**config.mk**
```make
export PLATFORM = sky130hd
export DESIGN_NAME = r2p_cell
export DESIGN_NICKNAME = d
export VERILOG_FILES = /design/src/rtl/r2p_pkg.sv /design/src/rtl/r2p_cell.sv
export SDC_FILE = /design/constraint.sdc
export NUM_CORES = 1
export LEC_CHECK = 0
export BUFFER_PORTS_ARGS = -buffer_cell sky130_fd_sc_hd__buf_2
export CAP_MARGIN = 10
export CORE_ASPECT_RATIO = 0.9
export CORE_MARGIN = 8
export CORE_UTILIZATION = 40
export CTS_CLUSTER_SIZE = 20
export DETAILED_ROUTE_END_ITERATION = 12
export PLACE_DENSITY_LB_ADDON = 0.05
export SETUP_SLACK_MARGIN = 0.2
export SLEW_MARGIN = 25
export SYNTH_ARGS = -nofsm -noshare
export SYNTH_HDL_FRONTEND = slang
export SYNTH_SLANG_ARGS = --single-unit
```
**constraint.sdc**
```tcl
create_clock -name i_clk -period 10.6 [get_ports i_clk]
set_input_delay 2.12 -clock i_clk [delete_from_list [all_inputs] [get_ports i_clk]]
set_output_delay 2.12 -clock i_clk [all_outputs]
set_load 0.005 [all_outputs]
```
**src/rtl/r2p_pkg.sv**
```systemverilog
// ----------------------------------------------------------------------------
// r2p_pkg
// Shared constants, cell payload type and arctangent table for the
// rectangular to polar converter.
// ----------------------------------------------------------------------------
package r2p_pkg;

    localparam int SAMPLE_WIDTH = 16;
    localparam int ITERATIONS   = 16;

    localparam int STAGES = (ITERATIONS > 32) ? 32 : ITERATIONS;
    localparam int NCELL  = (STAGES > SAMPLE_WIDTH) ? STAGES : SAMPLE_WIDTH;
    localparam int IDX_W  = $clog2(NCELL);

    localparam int DW     = 64;
    localparam int GUARD  = 60 - SAMPLE_WIDTH;
    localparam int SQW    = 2 * SAMPLE_WIDTH;
    localparam int ACC_W  = 32;

    localparam logic [ACC_W-1:0] ACC_PI = 32'h8000_0000;
    localparam logic [ACC_W-1:0] PH_RND = 32'((64'd1 << (32 - SAMPLE_WIDTH)) >> 1);

    typedef struct packed {
        logic                          vld;
        logic                          zero;
        logic signed [DW-1:0]          x;
        logic signed [DW-1:0]          y;
        logic [ACC_W-1:0]              acc;
        logic [SQW-1:0]                rem;
        logic [SAMPLE_WIDTH-1:0]       root;
    } t_cell;

    function automatic logic [ACC_W-1:0] atan_unit(input logic [4:0] idx);
        logic [ACC_W-1:0] v;
        case (idx)
            5'd0:  v = 32'd536870912;
            5'd1:  v = 32'd316933406;
            5'd2:  v = 32'd167458907;
            5'd3:  v = 32'd85004756;
            5'd4:  v = 32'd42667331;
            5'd5:  v = 32'd21354465;
            5'd6:  v = 32'd10680350;
            5'd7:  v = 32'd5340245;
            5'd8:  v = 32'd2670163;
            5'd9:  v = 32'd1335087;
            5'd10: v = 32'd667544;
            5'd11: v = 32'd333772;
            5'd12: v = 32'd166886;
            5'd13: v = 32'd83443;
            5'd14: v = 32'd41722;
            5'd15: v = 32'd20861;
            5'd16: v = 32'd10430;
            5'd17: v = 32'd5215;
            5'd18: v = 32'd2608;
            5'd19: v = 32'd1304;
            5'd20: v = 32'd652;
            5'd21: v = 32'd326;
            5'd22: v = 32'd163;
            5'd23: v = 32'd81;
            5'd24: v = 32'd41;
            5'd25: v = 32'd20;
            5'd26: v = 32'd10;
            5'd27: v = 32'd5;
            5'd28: v = 32'd3;
            5'd29: v = 32'd1;
            5'd30: v = 32'd1;
            default: v = 32'd0;
        endcase
        return v;
    endfunction

endpackage

```
**src/rtl/r2p_cell.sv**
```systemverilog
// ----------------------------------------------------------------------------
// r2p_cell
// One link of the chain: a vectoring micro-rotation and one root digit.
// ----------------------------------------------------------------------------
module r2p_cell (
    input  logic                              i_clk,
    input  logic                              i_rst_n,
    input  logic                              i_en,
    input  logic [r2p_pkg::IDX_W-1:0]         i_shift,
    input  logic [r2p_pkg::IDX_W-1:0]         i_bit,
    input  logic [r2p_pkg::ACC_W-1:0]         i_atan,
    input  logic                              i_cordic_on,
    input  logic                              i_sqrt_on,
    input  r2p_pkg::t_cell                    i_stage,
    output r2p_pkg::t_cell                    o_stage
);

    r2p_pkg::t_cell r_stage;
    r2p_pkg::t_cell n_stage;

    logic signed [r2p_pkg::DW-1:0] dx;
    logic signed [r2p_pkg::DW-1:0] dy;
    logic [r2p_pkg::SQW:0]         trial;
    logic [r2p_pkg::IDX_W:0]       bit_x2;
    logic [r2p_pkg::IDX_W:0]       bit_p1;

    always_comb begin
        n_stage = i_stage;
        dx      = i_stage.y >>> i_shift;
        dy      = i_stage.x >>> i_shift;
        bit_p1  = (r2p_pkg::IDX_W+1)'(i_bit) + 1'b1;
        bit_x2  = {i_bit, 1'b0};
        trial   = ((r2p_pkg::SQW+1)'(i_stage.root) << bit_p1)
                + ((r2p_pkg::SQW+1)'(1) << bit_x2);

        if (i_cordic_on) begin
            if (i_stage.y > 0) begin
                n_stage.x   = i_stage.x + dx;
                n_stage.y   = i_stage.y - dy;
                n_stage.acc = i_stage.acc + i_atan;
            end else begin
                n_stage.x   = i_stage.x - dx;
                n_stage.y   = i_stage.y + dy;
                n_stage.acc = i_stage.acc - i_atan;
            end
        end

        if (i_sqrt_on && ({1'b0, i_stage.rem} >= trial)) begin
            n_stage.rem  = i_stage.rem - trial[r2p_pkg::SQW-1:0];
            n_stage.root = i_stage.root
                         | (r2p_pkg::SAMPLE_WIDTH'(1) << i_bit);
        end
    end

    always_ff @(posedge i_clk) begin
        if (!i_rst_n) begin
            r_stage.vld <= 1'b0;
        end else if (i_en) begin
            r_stage <= n_stage;
        end
    end

    assign o_stage = r_stage;

endmodule

```
==> key figures <==
Setup path
  • CP arrival: between 9 and 10 ns
  • RR Startpoint: o_stage[209]
  • R2r setup slk: approximately 10 ns
  • Crit path largest cell delay: about 0.62 ns
  • End of the worst register-to-register path: o_stage[209]
  • CP Capture Type: flop
  • Reg2reg path depth: 2
  • Slowest stage cell, crit path: ha_1
  • CP Capture Point: o_stage[46]
  • CP required: roughly 11 ns
  • Startpoint types: primary input
  • Largest fanout on the critical path: 27
  • Cell mode on critical path: o21ai_0
  • Crit path launch: i_bit[0]
  • WS Path Type: in2reg

Timing
  • Setup repair after global routing missed its margin: no
  • Fin. Hold Viols: 0
  • Max-Slew Margin vs Limit: approximately 28%
  • Slew Viols, Final: 0
  • Least-Margin Pin Slew: around 1.1 ns
  • Final setup viols: 0
  • Skew final: 0 ns
  • Final worst path period share: ~84%
  • F_max: 113 MHz
  • Post-layout min period: approximately 8.9 ns
  • Sum Neg Setup Slack: 0 ns

GRT
  • Grt total ovfl: 0
  • Largest net degree at the start of global routing: between 70 and 80
  • Vias in the first global route: roughly 29k
  • GRT Util Overall: about a quarter
  • Global-route wire length before repair: between 150 and 200 mm
  • Initial antenna violation count: 23

Synth
  • Area leader, netlist: edfxtp_1
  • Ys Warns: 0
  • Synth top area share: 19.9%
  • Post-synthesis cell area: 0.0316 mm²
  • Library cells used by synthesis: 100
  • Mean area per synthesized cell: 9.19 µm²
  • Post-synth EDFFs: around 210
  • Post-synthesis sequential area ratio: 19.9%
  • Synth Instances: approximately 3.4k
  • Main synth FF type: edfxtp_1
  • Ys async rst share: 0%
  • Main area contributors after synthesis: edfxtp_1, mux4_2, ha_1
  • Number of synthesized register bits: 210
  • Syn Nets: 3,913
  • Top-count cell post-synth: nand2_1
  • Top cells by count, synth: nand2_1, a21oi_1, nor2_1

CTS
  • Number of hold buffers added after CTS: 0
  • H-tree depth: 1
  • CTS clk-pin slew, worst paths: 0.06 ns
  • Setup Buffers After CTS: 0
  • Clk_lat worst skew: around 0.62 ns
  • CTS tree: built
  • Total CTS buffers: 27
  • Buffer depth of the longest clock path: 3
  • Clock sinks: between 200 and 250
  • CTS Root Cell: clkbuf_16
  • Post-cts resize count: 0

Outcome
  • Run status: finished clean

Placement
  • Gpl congestion: between 0.9 and 1
  • I/O Buffers: 464
  • DP HPWL: slightly above 90 mm
  • Cells after DPL: between 4k and 5k

Die
  • Core footprint: between 0.07 and 0.08 mm²
  • Row Count: 97
  • IO Count: ~470
  • Die width: 312 µm
  • Initial Util: between 40% and 50%
  • Die footprint: a little under 0.09 mm²
  • Die Span Y: around 280 µm

Routing
  • Routed WL: between 100 and 150 mm
  • First DRT Iteration DRCs: roughly 2.3k
  • WL/cell: ~23 µm
  • Via count: a little under 30k
  • Drc violations: 0
  • Routed vias/inst: ~5.9
  • Antenna-violating nets left: 0
  • First drt pass iteration count: 6

Worst hold path
  • Hold WC Path Type: reg2reg

Pwr
  • P per Cell Area: between 100 and 150 mW/mm²
  • Total power: about 4700 µW
  • Leak: 0.0144 µW
  • Peak VDD IR: roughly 0.15 mV

Final layout
  • P&R area growth vs syn: 12.6%
  • Largest register FFs: 210
  • Final std cells w/o fill: a little under 5k
  • Net count, final: about 4.3k
  • Layout cells sized above 1: approximately 26%

Job
  • Maxcap violations: 0
## worst max-delay path: cells and delay by family
family,cells,cell delay [ns]
AOI/OAI and AO/OA,13,3.57
xor gates and xnor gates,1,0.16
adders and majority gates,3,1.26
buffers and inverters,3,0.44
muxes,3,0.93
and+or+nand+nor,5,0.72
## worst min-delay path by stage
stage / startpoint / end / cells after the start
2_1_floorplan: o_stage[209] / o_stage[209] / 2
3_3_place_gp: o_stage[209] / o_stage[209] / 2
3_5_place_dp: o_stage[209] / o_stage[209] / 2
4_1_cts: o_stage[209] / o_stage[209] / 2
5_1_grt: o_stage[209] / o_stage[209] / 2
6_report: o_stage[209] / o_stage[209] / 2
## through the flow
| stage | utilization (%) | cell area [µm²] | setup WS (ns) | hold WS, ns |
|---|---|---|---|---|
| after detailed placement | 44.5 | 34700 | 1.16 | 0.508 |
| after global placement | 44.5 | 34700 | 1.24 | 0.509 |
| final | 45.6 | 35600 | 1.72 | 0.515 |
| after global routing | 45.6 | 35600 | 0.971 | 0.563 |
| after floorplan | - | 31600 | 1.24 | 0.507 |
| after CTS | 45.6 | 35500 | 1.76 | 0.528 |
## kinds of logic after synthesis
family / count (synthesis) / share of synthesized area, %
AOI/OAI and AO/OA: 930 / 18.5
muxes: 499 / 24.3
and+or+nand+nor: 984 / 15.4
DFF: 210 / 19.9
xor gates and xnor gates: 346 / 9.59
buffers and inverters: 251 / 3.57
adders and majority gates: 219 / 8.76
## routing by layer
metal	part of all wire, %	GRT usage (%)
met1	45	33.0
met3	6.5	4.26
met5	0.051	0
met4	2.8	6.52
met2	46	40.1
## final cells by class
type	instances	area, µm²
multi-input combinational	2978	24200
antenna	15	37.5
clock buffer	29	683
fill	7783	42500
sequential	210	6300
clock inverter	20	169
inverter	70	267
timing repair buffer	500	2630
tap	1039	1300
## placed cells by master (no fill, tap or decap), types with 42 or more instances in the layout
master and instances:
a21o_1 124, a21oi_1 303, a31oi_1 43, and3_1 42, buf_2 459, edfxtp_1 209, ha_1 215, inv_1 66
mux2_2 202, mux2i_1 94, mux4_2 179, nand2_1 304, nand3_1 84, nor2_1 224, o21ai_0 195, xnor2_1 209
xor2_1 137
## where the power goes
| group | switching, µW | internal, µW |
|---|---|---|
| registers | 27.2 | 1070 |
| clock network | 399 | 515 |
| logic | 1500 | 1170 |
No activity file was read; power rests on OpenSTA's default activity.
