`src/rtl/r2p_pkg.sv`:
```
// ----------------------------------------------------------------------------
// r2p_pkg
// Shared constants, cell payload type and arctangent table for the
// rectangular to polar converter.
// ----------------------------------------------------------------------------
package r2p_pkg;

    localparam int SAMPLE_WIDTH = 16;
    localparam int ITERATIONS   = 16;

    localparam int STAGES = (ITERATIONS > 32) ? 32 : ITERATIONS;
    localparam int NCELL  = (STAGES > SAMPLE_WIDTH) ? STAGES : SAMPLE_WIDTH;
    localparam int IDX_W  = $clog2(NCELL);

    localparam int DW     = 64;
    localparam int GUARD  = 60 - SAMPLE_WIDTH;
    localparam int SQW    = 2 * SAMPLE_WIDTH;
    localparam int ACC_W  = 32;

    localparam logic [ACC_W-1:0] ACC_PI = 32'h8000_0000;
    localparam logic [ACC_W-1:0] PH_RND = 32'((64'd1 << (32 - SAMPLE_WIDTH)) >> 1);

    typedef struct packed {
        logic                          vld;
        logic                          zero;
        logic signed [DW-1:0]          x;
        logic signed [DW-1:0]          y;
        logic [ACC_W-1:0]              acc;
        logic [SQW-1:0]                rem;
        logic [SAMPLE_WIDTH-1:0]       root;
    } t_cell;

    function automatic logic [ACC_W-1:0] atan_unit(input logic [4:0] idx);
        logic [ACC_W-1:0] v;
        case (idx)
            5'd0:  v = 32'd536870912;
            5'd1:  v = 32'd316933406;
            5'd2:  v = 32'd167458907;
            5'd3:  v = 32'd85004756;
            5'd4:  v = 32'd42667331;
            5'd5:  v = 32'd21354465;
            5'd6:  v = 32'd10680350;
            5'd7:  v = 32'd5340245;
            5'd8:  v = 32'd2670163;
            5'd9:  v = 32'd1335087;
            5'd10: v = 32'd667544;
            5'd11: v = 32'd333772;
            5'd12: v = 32'd166886;
            5'd13: v = 32'd83443;
            5'd14: v = 32'd41722;
            5'd15: v = 32'd20861;
            5'd16: v = 32'd10430;
            5'd17: v = 32'd5215;
            5'd18: v = 32'd2608;
            5'd19: v = 32'd1304;
            5'd20: v = 32'd652;
            5'd21: v = 32'd326;
            5'd22: v = 32'd163;
            5'd23: v = 32'd81;
            5'd24: v = 32'd41;
            5'd25: v = 32'd20;
            5'd26: v = 32'd10;
            5'd27: v = 32'd5;
            5'd28: v = 32'd3;
            5'd29: v = 32'd1;
            5'd30: v = 32'd1;
            default: v = 32'd0;
        endcase
        return v;
    endfunction

endpackage

```
`src/rtl/r2p_out.sv`:
```
// ----------------------------------------------------------------------------
// r2p_out
// Output register: root rounding, phase rounding and zero handling.
// ----------------------------------------------------------------------------
module r2p_out (
    input  logic                                    i_clk,
    input  logic                                    i_rst_n,
    input  logic                                    i_en,
    input  r2p_pkg::t_cell                          i_stage,
    output logic                                    o_valid,
    output logic        [r2p_pkg::SAMPLE_WIDTH-1:0] o_magnitude,
    output logic signed [r2p_pkg::SAMPLE_WIDTH-1:0] o_phase
);

    logic                                    r_valid;
    logic        [r2p_pkg::SAMPLE_WIDTH-1:0] r_mag;
    logic signed [r2p_pkg::SAMPLE_WIDTH-1:0] r_phase;
    logic        [r2p_pkg::SAMPLE_WIDTH-1:0] n_mag;
    logic signed [r2p_pkg::SAMPLE_WIDTH-1:0] n_phase;
    logic        [r2p_pkg::ACC_W-1:0]        ph_sum;

    always_comb begin
        ph_sum = i_stage.acc + r2p_pkg::PH_RND;
        n_mag  = i_stage.root
               + r2p_pkg::SAMPLE_WIDTH'(i_stage.rem > r2p_pkg::SQW'(i_stage.root));
        if (i_stage.zero) begin
            n_phase = '0;
        end else begin
            n_phase = ph_sum[r2p_pkg::ACC_W-1 -: r2p_pkg::SAMPLE_WIDTH];
        end
    end

    always_ff @(posedge i_clk) begin
        if (!i_rst_n) begin
            r_valid <= 1'b0;
        end else if (i_en) begin
            r_valid <= i_stage.vld;
            r_mag   <= n_mag;
            r_phase <= n_phase;
        end
    end

    assign o_valid     = r_valid;
    assign o_magnitude = r_mag;
    assign o_phase     = r_phase;

endmodule

```
`config.mk`:
```
export PLATFORM = sky130hd
export DESIGN_NAME = r2p_out
export DESIGN_NICKNAME = d
export VERILOG_FILES = /design/src/rtl/r2p_pkg.sv /design/src/rtl/r2p_out.sv
export SDC_FILE = /design/constraint.sdc
export NUM_CORES = 1
export LEC_CHECK = 0
export ABC_AREA = 1
export BUFFER_PORTS_ARGS = -buffer_cell sky130_fd_sc_hd__buf_2
export CAP_MARGIN = 20
export CORE_AREA = 2 2 97 99
export CTS_CLUSTER_SIZE = 25
export DETAILED_ROUTE_END_ITERATION = 8
export DIE_AREA = 0 0 99 101
export GPL_ROUTABILITY_DRIVEN = 0
export HOLD_SLACK_MARGIN = 0.02
export SETUP_SLACK_MARGIN = 0.3
export SLEW_MARGIN = 30
export SYNTH_ARGS = -nofsm -noshare
export SYNTH_HDL_FRONTEND = slang
export SYNTH_SLANG_ARGS = --single-unit
export TNS_END_PERCENT = 100
```
`constraint.sdc`:
```
create_clock -name i_clk -period 3.4 [get_ports i_clk]
set_input_delay 0.68 -clock i_clk [delete_from_list [all_inputs] [get_ports i_clk]]
set_output_delay 0.68 -clock i_clk [all_outputs]
set_load 0.1 [all_outputs]
```
==> flow_summary.rst <==
.. list-table::
   :header-rows: 1

   * - Metric
     - Value
   * - Area growth from synthesis to layout
     - 33.9%
   * - Netlist cell types
     - 22
   * - Area of the core
     - 8980 um^2
   * - Worst slew margin
     - 64.5%
   * - Count of mapped cells out of synthesis
     - 268
   * - Mapped Nets
     - 500
   * - Worst vdd ir
     - 125 uV
   * - Detailed Route WL
     - 6490 um
   * - Most common library cell in the layout ignoring fill and taps
     - sky130_fd_sc_hd__buf_2
   * - Critical path data arrival time
     - 2910 ps
   * - Number of placement rows
     - 35
   * - Final setup slack of the worst path
     - 521 ps
   * - Commonest non-fill, non-tap cells in the layout
     - sky130_fd_sc_hd__buf_2, sky130_fd_sc_hd__nand2_1, sky130_fd_sc_hd__inv_1
   * - Detail-routed via count per cell
     - 4.47
   * - Synthesis Warnings
     - 0
   * - Hold_buf cts
     - 0
   * - Count of inserted antenna diode cells
     - 0
   * - Vias in the first global route
     - 2220
   * - DR iter-0 viols
     - 91
   * - Yosys top cell by area
     - sky130_fd_sc_hd__edfxtp_1
   * - Post-synthesis mux area share
     - 0%
   * - Clk_skew
     - 0 ps
   * - Compound-cell area share of the yosys netlist
     - 6.32%
   * - Critical path startpoint category
     - primary input
   * - Dpl hpwl
     - 5500 um
   * - Number of failing hold endpoints at the final stage
     - 0
   * - Xor-xnor portion of the synthesized cell area
     - 4.65%
   * - Hold/Removal Path Class
     - register to register
   * - Setup-violating endpoint count in the final report
     - 0
   * - Residual DRC
     - 0
   * - GRT Overall Usage
     - 13.1%
   * - Simple-Gate Fraction of Synth Area
     - 26.9%
   * - Fraction of layout cells with a size suffix above 1
     - 35.4%
   * - Total die area
     - 10000 um^2
   * - Leakage power
     - 1.46 nW
   * - Highest clock rate
     - 347 MHz
   * - Wire length per cell
     - 13.3 um
   * - Clk_lat worst skew
     - 280 ps
   * - Run status
     - completed
   * - Number of levels the H-tree was split into
     - 2
   * - Clock Pin Slew Worst Setup and Hold Paths
     - 70 ps
   * - Die outline width
     - 99 um
   * - Sum of overflow across all layers after global routing
     - 0
   * - Wire length of the first global-routing pass
     - 10100 um
   * - Number of max-slew violations in the final report
     - 0
   * - Post-Synthesis Mean Instance Area
     - 8.43 um^2
   * - CTS tree
     - yes
   * - Adder-Cell Fraction of Synth Area
     - 10.5%
   * - Total Nets Final
     - 610
   * - Slew at the pin closest to its max-slew limit
     - 537 ps
   * - Cts bufs inserted
     - 5
   * - Post-route ant nets
     - 0
   * - Cell area after synthesis
     - 2260 um^2
   * - Number of I/O pins
     - 246
   * - Aggregate negative setup slack
     - 0 ps
   * - Starting Density
     - 25.2%
   * - Power density cells
     - 384 nW/um^2
   * - Area used by sequential logic in the layout
     - 981 um^2
   * - Total power of the final layout
     - 1.16 mW
   * - Worst Setup Path Type
     - primary input to register
   * - Fillers
     - 961
   * - Port buffer count
     - 102
   * - Fin crit period
     - 2880 ps
   * - Worst slack after detailed placement
     - 135 ps
   * - Kind of end point of the critical path
     - register
   * - Synth top area cells
     - sky130_fd_sc_hd__edfxtp_1, sky130_fd_sc_hd__ha_1, sky130_fd_sc_hd__nand2_1, sky130_fd_sc_hd__inv_1, sky130_fd_sc_hd__xor2_1
   * - Sequential fraction of the synthesis area
     - 43.4%
   * - CTS Buffer Depth
     - 2
   * - Root buffer cell
     - sky130_fd_sc_hd__clkbuf_8
   * - Total number of vias
     - 2188
   * - Number of optimization iterations in the first detailed-route pass
     - 4
   * - Maximum number of pins on one net before global-route repair
     - 33
   * - Total clock sinks
     - 33
   * - Fraction of post-synthesis cell area in the top cell type by area
     - 42.5%
   * - Die H
     - 101 um
   * - CP max FO
     - 5
   * - Maxcap violations
     - 0
   * - Footprint of the multi-input gates
     - 1110 um^2
   * - Setup repair after global routing missed its margin
     - no
   * - Required time of the critical path
     - 3430 ps
   * - Fin crit share
     - 84.7%
   * - Number of antenna violations at the first check in global routing
     - 0
   * - Number of register bits inferred by synthesis
     - 33
   * - Combinational family with the most area after synthesis
     - simple AND/OR/NAND/NOR gates
## report_power, final
part / switching, mW / internal, mW
Clock: 0.139 / 0.142
Sequential: 0.00748 / 0.478
Combinational: 0.311 / 0.0845
## Yosys cell counts
library cell and number:
sky130_fd_sc_hd__nor3_1 6, sky130_fd_sc_hd__clkbuf_1 1, sky130_fd_sc_hd__edfxtp_1 32, sky130_fd_sc_hd__nor2_2 2, sky130_fd_sc_hd__a21oi_1 17, sky130_fd_sc_hd__inv_1 46
sky130_fd_sc_hd__nand3_1 11, sky130_fd_sc_hd__xor2_1 12, sky130_fd_sc_hd__inv_2 2, sky130_fd_sc_hd__nor3b_1 1, sky130_fd_sc_hd__nand2_2 4, sky130_fd_sc_hd__o21bai_1 1
sky130_fd_sc_hd__ha_1 19, sky130_fd_sc_hd__o21ai_0 10, sky130_fd_sc_hd__nand2_1 55, sky130_fd_sc_hd__nand3_2 3, sky130_fd_sc_hd__nor2_1 26, sky130_fd_sc_hd__nor3_2 4
sky130_fd_sc_hd__nor2_4 2, sky130_fd_sc_hd__dfxtp_1 1, sky130_fd_sc_hd__nand4_1 8, sky130_fd_sc_hd__nor4_1 5
## critical path, cell delays in order
cell	delay [ps]
sky130_fd_sc_hd__buf_2	140
sky130_fd_sc_hd__inv_2	70
sky130_fd_sc_hd__ha_1	290
sky130_fd_sc_hd__nand2_1	60
sky130_fd_sc_hd__nor2_1	90
sky130_fd_sc_hd__nand2_1	100
sky130_fd_sc_hd__nor2_2	140
sky130_fd_sc_hd__nand2_1	60
sky130_fd_sc_hd__nand3_1	80
sky130_fd_sc_hd__nand2_1	50
sky130_fd_sc_hd__nand2_1	70
sky130_fd_sc_hd__ha_2	180
sky130_fd_sc_hd__ha_1	160
sky130_fd_sc_hd__nand2_1	70
sky130_fd_sc_hd__inv_1	90
sky130_fd_sc_hd__nand2_2	80
sky130_fd_sc_hd__nor3_4	250
sky130_fd_sc_hd__nand3_2	100
sky130_fd_sc_hd__xor2_1	160
## kinds of logic after synthesis
family / Yosys count
AOI/OAI and AO/OA: 28
xor gates and xnor gates: 12
DFF: 33
buffers and inverters: 49
and+or+nand+nor: 127
adders and majority gates: 19
## state kept, by name, summed over array words and instances, names as in the netlist
signal and count:
o_valid 1, o_magnitude 16, o_phase 16
## routing by layer
| layer | vias to the layer above | wire length, um | global-route usage (%) |
|---|---|---|---|
| met3 | 8 | 967 | 7.56 |
| met2 | 105 | 2640 | 20.0 |
| met5 | - | 0 | 0 |
| met1 | 968 | 2820 | 16.0 |
| li1 | 1107 | - | - |
| met4 | 0 | 68 | 3.27 |
## final timing paths
kind / from / to / slack [ps] / depth (start not counted)
setup reg to reg: o_valid$_SDFFE_PN0P_ / o_valid$_SDFFE_PN0P_ / 2780 / 2
setup / recovery: i_stage[9] / o_magnitude[10]$_DFFE_PP_ / 520 / 19
hold / removal: o_valid$_SDFFE_PN0P_ / o_valid$_SDFFE_PN0P_ / 550 / 2
hold reg to reg: o_valid$_SDFFE_PN0P_ / o_valid$_SDFFE_PN0P_ / 550 / 2
## cell type report
class | count | share of cell area, %
Clock inverter | 2 | 0.331
Multi-Input combinational cell | 186 | 36.9
Inverter | 48 | 5.96
Sequential cell | 33 | 32.5
Tap cell | 111 | 4.59
Timing Repair Buffer | 104 | 17.4
Clock buffer | 6 | 2.40
## stage by stage
stage | area, um^2 | util (%) | hold slack (ps) | cells
global placement | 2910 | 32.4 | 522 | 481
floorplan | 2260 | - | 773 | 268
CTS | 2990 | 33.4 | 554 | 489
global route | 3020 | 33.7 | 592 | 490
detailed placement | 2910 | 32.4 | 544 | 481
finish | 3020 | 33.7 | 547 | 490
## timing repair
item | 4_1_cts | 5_1_grt
gates resized for setup | 0 | 7
endpoints found under the setup margin | 0 | 2
buffers inserted | 0 | 1
No activity file was read; power rests on OpenSTA's default activity.
